<file path="config.mk">
export PLATFORM = sky130hd
export DESIGN_NAME = udp_payload_signature_classifier
export DESIGN_NICKNAME = d
export VERILOG_FILES = /design/src/hw/rtl/upsc_pkg.sv /design/src/hw/rtl/upsc_track.sv /design/src/hw/rtl/upsc_classify.sv /design/src/hw/rtl/udp_payload_signature_classifier.sv
export SDC_FILE = /design/constraint.sdc
export NUM_CORES = 1
export LEC_CHECK = 0
export ABC_AREA = 1
export BUFFER_PORTS_ARGS = -buffer_cell sky130_fd_sc_hd__clkbuf_2
export CAP_MARGIN = 20
export CORE_MARGIN = 1.5
export CORE_UTILIZATION = 40
export DETAILED_ROUTE_END_ITERATION = 12
export PLACE_DENSITY = 0.66
export SETUP_SLACK_MARGIN = 0.02
export SYNTH_ARGS = -nofsm -noshare
export SYNTH_HDL_FRONTEND = slang
export SYNTH_HIERARCHICAL = 1
export SYNTH_SLANG_ARGS = --single-unit
</file>
<file path="constraint.sdc">
create_clock -name clk -period 4.25 [get_ports clk]
set_clock_uncertainty 0.15 [all_clocks]
set_input_delay 0.2125 -clock clk [delete_from_list [all_inputs] [get_ports clk]]
set_output_delay 0.2125 -clock clk [all_outputs]
set_load 0.05 [all_outputs]
</file>
<file path="src/hw/rtl/upsc_pkg.sv">
// Package with the transaction types and signature constants of the UDP payload classifier.
`default_nettype none

package upsc_pkg;

  typedef struct packed {
    logic [7:0] data_byte;
    logic       last_byte;
  } upsc_byte_t;

  typedef struct packed {
    logic       detected;
    logic [1:0] matched_rule;
  } upsc_verdict_t;

  // Packet view after the current byte has been folded in.
  typedef struct packed {
    logic [15:0][7:0] header;
    logic [15:0]      trailing_pair;
    logic [31:0]      probe_word;
  } upsc_view_t;

  localparam logic [1:0] RULE_NONE  = 2'd0;
  localparam logic [1:0] RULE_LOGIN = 2'd1;
  localparam logic [1:0] RULE_SYNC  = 2'd2;
  localparam logic [1:0] RULE_NET   = 2'd3;

  localparam logic [31:0] LOGIN_SIG  = 32'h000b_0000;
  localparam logic [15:0] LOGIN_TAG  = 16'h0008;
  localparam logic [15:0] SYNC_SIG   = 16'h001c;
  localparam logic [31:0] SYNC_WORD1 = 32'h0000_0500;
  localparam logic [31:0] SYNC_WORD2 = 32'h0001_0000;
  localparam logic [15:0] NET_SIG    = 16'h0018;
  localparam logic [31:0] PROBE_A    = 32'h0001_0000;
  localparam logic [31:0] PROBE_B    = 32'h0000_0001;

  localparam int MIN_LEN     = 10;
  localparam int SYNC_LEN    = 16;
  localparam int NET_MIN_LEN = 50;
  localparam int SYNC_D      = 4;
  localparam int DLEN_BIAS   = 8;
  localparam int PROBE_BIAS  = 20;
  localparam int HDR_BYTES   = 16;

endpackage

`default_nettype wire

</file>
<file path="src/hw/rtl/upsc_track.sv">
// Per-packet state: byte counter, header bytes, trailing pair and net-sync probe word.
`default_nettype none

module upsc_track
  import upsc_pkg::*;
#(
  parameter int LENGTH_BITS = 16
) (
  input  wire logic                   clk,
  input  wire logic                   rst,
  input  wire logic                   step,
  input  wire upsc_byte_t             item,
  output upsc_view_t                  view,
  output logic [LENGTH_BITS-1:0]      len
);

  localparam int XW = 18;

  logic [LENGTH_BITS-1:0] byte_count;
  logic [LENGTH_BITS-1:0] byte_count_next;
  logic [15:0][7:0]       header;
  logic [15:0][7:0]       header_next;
  logic [15:0]            trailing_pair;
  logic [15:0]            trailing_pair_next;
  logic [31:0]            probe_word;
  logic [31:0]            probe_word_next;
  logic                   in_header;
  logic [15:0]            probe_pos;
  logic [XW-1:0]          probe_rel;
  logic                   in_probe;

  assign in_header = (byte_count[LENGTH_BITS-1:4] == '0);
  assign probe_pos = {header[14], header[15]};
  assign probe_rel = {{(XW-LENGTH_BITS){1'b0}}, byte_count} - XW'(HDR_BYTES)
                     - {2'b00, probe_pos};
  assign in_probe  = !in_header && !probe_rel[XW-1] && (probe_rel < XW'(4));

  always_comb begin
    header_next = header;
    if (in_header) begin
      header_next[byte_count[3:0]] = item.data_byte;
    end
  end

  assign probe_word_next    = in_probe ? {probe_word[23:0], item.data_byte} : probe_word;
  assign trailing_pair_next = {trailing_pair[7:0], item.data_byte};
  assign byte_count_next    = (byte_count == '1) ? byte_count : byte_count + 1'b1;

  always_ff @(posedge clk) begin
    if (rst) begin
      byte_count    <= '0;
      trailing_pair <= '0;
      probe_word    <= '0;
    end else if (step) begin
      if (item.last_byte) begin
        byte_count    <= '0;
        trailing_pair <= '0;
        probe_word    <= '0;
      end else begin
        byte_count    <= byte_count_next;
        trailing_pair <= trailing_pair_next;
        probe_word    <= probe_word_next;
      end
    end
  end

  always_ff @(posedge clk) begin
    if (step) begin
      header <= header_next;
    end
  end

  assign view.header        = header_next;
  assign view.trailing_pair = trailing_pair_next;
  assign view.probe_word    = probe_word_next;
  assign len                = byte_count_next;

endmodule

`default_nettype wire

</file>
<file path="src/hw/rtl/upsc_classify.sv">
// Signature rules applied to the packet view at the final byte.
`default_nettype none

module upsc_classify
  import upsc_pkg::*;
#(
  parameter int LENGTH_BITS = 16
) (
  input  wire upsc_view_t             view,
  input  wire logic [LENGTH_BITS-1:0] len,
  output upsc_verdict_t               verdict
);

  localparam int XW = 18;

  logic [15:0][7:0] h;
  logic [XW-1:0]    len_x;
  logic [15:0]      d;
  logic [XW-1:0]    d_len;
  logic [XW-1:0]    p_len;
  logic             tail_ok;
  logic             login_hdr;
  logic             sync_hdr;
  logic             net_hdr;
  logic             probe_ok;
  logic [1:0]       rule;

  assign h       = view.header;
  assign len_x   = {{(XW-LENGTH_BITS){1'b0}}, len};
  assign d       = {h[4], h[5]};
  assign d_len   = {1'b0, d, 1'b0} + XW'(DLEN_BIAS);
  assign p_len   = {2'b00, h[14], h[15]} + XW'(PROBE_BIAS);
  assign tail_ok = (view.trailing_pair == '0);

  assign login_hdr = ({h[0], h[1], h[2], h[3]} == LOGIN_SIG);
  assign sync_hdr  = (len_x == XW'(SYNC_LEN)) && ({h[0], h[1]} == SYNC_SIG)
                     && ({h[2], h[3]} != '0);
  assign net_hdr   = (len_x > XW'(NET_MIN_LEN)) && ({h[0], h[1]} == NET_SIG)
                     && ({h[2], h[3]} != '0);
  assign probe_ok  = (view.probe_word == PROBE_A) || (view.probe_word == PROBE_B);

  always_comb begin
    rule = RULE_NONE;
    if (len_x <= XW'(MIN_LEN)) begin
      rule = RULE_NONE;
    end else if (login_hdr && (d == '0 || d_len != len_x)) begin
      rule = RULE_NONE;
    end else if (login_hdr && {h[6], h[7]} == LOGIN_TAG && tail_ok) begin
      rule = RULE_LOGIN;
    end else if (sync_hdr && d != 16'(SYNC_D)) begin
      rule = RULE_NONE;
    end else if (sync_hdr && {h[6], h[7], h[8], h[9]} == SYNC_WORD1
                 && {h[10], h[11], h[12], h[13]} == SYNC_WORD2 && tail_ok) begin
      rule = RULE_SYNC;
    end else if (net_hdr && (d == '0 || d_len > len_x)) begin
      rule = RULE_NONE;
    end else if (net_hdr && {h[8], h[9]} == {h[12], h[13]} && p_len < len_x
                 && probe_ok && tail_ok) begin
      rule = RULE_NET;
    end
  end

  assign verdict.detected     = (rule != RULE_NONE);
  assign verdict.matched_rule = rule;

endmodule

`default_nettype wire

</file>
<file path="src/hw/rtl/udp_payload_signature_classifier.sv">
// Top level of the UDP payload signature classifier.
// Takes one payload byte per clock on the payload channel unless stalled and,
// for every byte flagged as the final one, returns one verdict transaction
// through the input register and the verdict register; other bytes give no
// verdict. The block sustains one byte per cycle while not stalled, with the
// state update and rule check between the input register and the verdict
// register. The input side stalls only when a final byte is waiting while
// the verdict register still holds a verdict that has not been taken.
`default_nettype none

module udp_payload_signature_classifier
  import upsc_pkg::*;
#(
  parameter int LENGTH_BITS = 16
) (
  input  wire logic    clk,
  input  wire logic    rst,
  input  wire logic    payload_valid,
  output logic         payload_stall,
  input  wire upsc_byte_t payload,
  output logic         verdict_valid,
  input  wire logic    verdict_stall,
  output upsc_verdict_t verdict
);

  logic                   held_valid;
  upsc_byte_t             held;
  logic                   out_free;
  logic                   advance;
  upsc_view_t             view;
  logic [LENGTH_BITS-1:0] len;
  upsc_verdict_t          verdict_next;

  assign out_free      = !verdict_valid || !verdict_stall;
  assign advance       = held_valid && (!held.last_byte || out_free);
  assign payload_stall = held_valid && !advance;

  always_ff @(posedge clk) begin
    if (rst) begin
      held_valid <= 1'b0;
    end else if (payload_valid && !payload_stall) begin
      held_valid <= 1'b1;
    end else if (advance) begin
      held_valid <= 1'b0;
    end
  end

  always_ff @(posedge clk) begin
    if (payload_valid && !payload_stall) begin
      held <= payload;
    end
  end

  upsc_track #(
    .LENGTH_BITS(LENGTH_BITS)
  ) u_track (
    .clk  (clk),
    .rst  (rst),
    .step (advance),
    .item (held),
    .view (view),
    .len  (len)
  );

  upsc_classify #(
    .LENGTH_BITS(LENGTH_BITS)
  ) u_classify (
    .view    (view),
    .len     (len),
    .verdict (verdict_next)
  );

  always_ff @(posedge clk) begin
    if (rst) begin
      verdict_valid <= 1'b0;
    end else if (advance && held.last_byte) begin
      verdict_valid <= 1'b1;
    end else if (!verdict_stall) begin
      verdict_valid <= 1'b0;
    end
  end

  always_ff @(posedge clk) begin
    if (advance && held.last_byte) begin
      verdict <= verdict_next;
    end
  end

endmodule

`default_nettype wire

</file>
==> impl_metrics.yaml <==
logic_synthesis:
  post_synth_most_frequent_cells: "493 x sky130_fd_sc_hd__nand2_1, 218 x sky130_fd_sc_hd__inv_1, 142 x sky130_fd_sc_hd__nor2_1"
  synthArstFlopShare: 0
  synth_warnings: 6
  synth_top_family_by_area: "simple AND/OR/NAND/NOR gates"
  syn_nets: 1770
  post_synth_xor_xnor_area: 0.0318
  synth_adder_area_share: 0.0553
  yosysSeqAreaShare: 0.423
  ys_seq_elements: 198
  post_synth_num_cell_types: 42
  dominantRegCellSynth: "sky130_fd_sc_hd__edfxtp_1"
  yosys.cell_count.top_type: "sky130_fd_sc_hd__nand2_1"
  synth-compound-area-share: 0.0941
  synthTopCellsByArea: "sky130_fd_sc_hd__edfxtp_1 33%, sky130_fd_sc_hd__nand2_1 15%, sky130_fd_sc_hd__dfxtp_1 9.2%, sky130_fd_sc_hd__inv_1 6.5%, sky130_fd_sc_hd__ha_1 5.5%"
  yosysTopAreaCell: "sky130_fd_sc_hd__edfxtp_1"
  synth_area_per_cell_um2: 7.45
  share_of_synthesized_area_spent_on_multiplexers: 0
  synthDominantCellAreaShare: 0.332
  netlist_area_um2: 12700
  synth_enable_flop_cells: 140
  mapped_cells: 1701
  synth_simple_gate_area_frac: 0.300
clock_network:
  max-clock-path-buffers: 2
  cts.sinks: 198
  clk-insertion-delay-late_ns: 0.45
  cts_htree_levels: 4
  cts_tree: "done"
  clk_pin_slew_ns: 0.09
  cts_made_buffers: 17
  cts-root-buf: "sky130_fd_sc_hd__clkbuf_16"
timing:
  setup_repair_after_global_routing_missed_its_margin: "yes"
  report.final.slew_viol_count: 0
  final-hold-violation-count: 0
  finalSetupViolCount: 3
  setup_tns_ns: -0.463
  final_period_minus_worst_setup_slack_ns: 4.42
  timing_worst_slew_pin_value_ns: 1.01
  fin_ws_ns: -0.166
  fmax_mhz: 226
  hold_ws_ns: 0.216
  slew_headroom: 0.324
  final_min_period_over_clock_period: 1.04
global_route:
  antenna_found_initial: 0
  groute.usage.overall: 0.207
  overflow: 0
  global_route_wire_length_before_repair_mm: 54.3
  maximum_number_of_pins_on_one_net_before_global_route_repair: 69
  grt_pass1_vias: 10837
place:
  detailedPlacementHpwl_mm: 23.7
  gpl.final_weighted_congestion: 0.913
  place.detailed.instances: 2184
  io_buffers: 17
  detailed_place.area_um2: 14000
cells_and_area:
  seq_area_um2: 5370
  final-instance-count-excl-fill: 2241
  area_growth_syn_to_layout_pct: 20.3
  num_antenna_cells: 0
  fin_nets: 1895
  final_layout_size_suffix_gt1_frac: 0.185
  multi_input_area_um2: 6490
  n_fill_cell: 3024
  finish.instance_area_um2: 15300
  post-route-util: 0.486
setup_path:
  worst-endpoint-arrival_ns: 4.58
  cp_max_fo: 7
  worstSetupPathType: "reg -> reg"
  crit_path_largest_cell_delay_ns: 0.36
  setup.worst_path.start_class: "register"
  crit_path_frequent_cell: "sky130_fd_sc_hd__nand2_1"
  slowest_stage: "sky130_fd_sc_hd__ha_1"
  worst_ep_required_time_ns: 4.42
  end_kind: "register"
status:
  failing_checks: "setup timing"
  status: "finished with violations"
route:
  drt_first_iter_violations: 958
  final_antenna_net_count: 0
  drt-total-wl_mm: 33.6
  first_pass_iteration_count_of_the_detailed_router: 5
  via_per_inst: 5.09
  number_of_vias_in_the_routed_layout: 11396
  wire_per_inst_um: 15.0
  drc_errors: 0
die:
  chipHeight_um: 181
  core.rowCount: 65
  dieArea_um2: 32800
  floorplan.die.width_um: 181
  design.portCount: 18
  starting_utilization_of_the_core_area: 0.404
  fp.coreArea_um2: 31400
power_and_ir_drop:
  power_per_cell_area_nw_per_um2: 263
  power.ir.vdd_worst_mv: 0.215
  p_leak_nw: 6.96
flow_run:
  cap_viol_max_count: 0
worst_hold_path:
  hp-class: "in -> reg"
-- path summary, 6_finish.rpt --
path              slack, ns                   from  cells past startpoint                    end
setup / recovery      -0.17  u_track/byte_count[5]                     33             verdict[2]
hold / removal         0.22                    rst                      3  u_track/probe_word[6]
setup reg to reg      -0.17  u_track/byte_count[5]                     33             verdict[2]
hold reg to reg        0.32  u_track/probe_word[8]                      2  u_track/probe_word[8]
-- power by group --
part	total, mW	internal, mW	switching, mW
clock network	1.67	0.803	0.863
logic	0.235	0.0668	0.169
registers	2.12	2.10	0.0183
total	4.02	2.97	1.05
-- state kept, by name, summed over array words and instances (netlist names) --
name / flops
u_track/probe_word: 32
verdict_valid: 1
u_track/trailing_pair: 8
held: 9
u_track/byte_count: 16
held_valid: 1
u_track/header: 128
verdict: 3
-- placed cells by master, fill, tap and decap left out, drive strengths merged --
cell,instances
buf,137
clkbuf,37
or2,3
nor3b,1
inv,246
edfxtp,140
or4,1
o2111ai,1
nor3,22
o22ai,1
a21o,1
nand3b,6
xor2,36
nand2,500
o21bai,2
a211oi,2
nand3,119
a2bb2oi,1
clkinv,7
nand4,15
dfxtp,58
and2,35
clkinvlp,1
o21ai,118
nor2,155
dlygate4sd3,12
o21a,18
nor4,17
xnor2,10
a21oi,81
ha,56
-- repair_timing --
item                                   in CTS  in global routing
endpoints found under the hold margin      11                  0
setup buffers                               6                  5
setup endpoints to repair                   3                  3
resized for setup                          23                104
cloned                                      2                  3
pin swaps                                  13                 56
hold buffers                               12                  0
-- routing by layer --
metal  global-route usage  vias up  part of all wire
met5                    0        -                 0
met4               0.0777        0             0.028
met3               0.0244       65             0.042
met2                0.353      290              0.48
met1                0.268     5284              0.45
li1                     -     5757                 -
-- metrics by stage --
stage	total power, mW	setup slack, ns
4_1_cts	4.04	-0.0851
3_3_place_gp	2.38	-0.0641
6_report	4.02	-0.166
3_5_place_dp	2.39	-0.108
5_1_grt	4.14	-0.480
2_1_floorplan	2.30	0.0565
-- final cells by class --
| cell class | instances | share of cell area |
|---|---|---|
| Clock inverter | 15 | 0.0114 |
| Tap cell | 402 | 0.0330 |
| Inverter | 239 | 0.0591 |
| Timing Repair Buffer | 169 | 0.0917 |
| Multi-Input combinational cell | 1201 | 0.425 |
| Sequential cell | 198 | 0.352 |
| Clock buffer | 17 | 0.0279 |
-- critical path: cells and delay by family (launching register included) --
kind | cells | cell delay (ns)
compound gates | 2 | 0.36
xor+xnor | 1 | 0.14
fa+ha+maj | 1 | 0.36
buf+inv | 6 | 0.68
flops | 1 | 0.34
simple gates | 23 | 2.20
-- logic make-up (layout without fill, tap and decap cells) --
group | count (synthesis) | count (layout)
xor+xnor | 46 | 46
simple gates | 874 | 874
buf+inv | 302 | 440
flops | 198 | 198
fa+ha+maj | 56 | 56
compound gates | 225 | 225
Note: power is estimated with default switching activity, not from simulation.
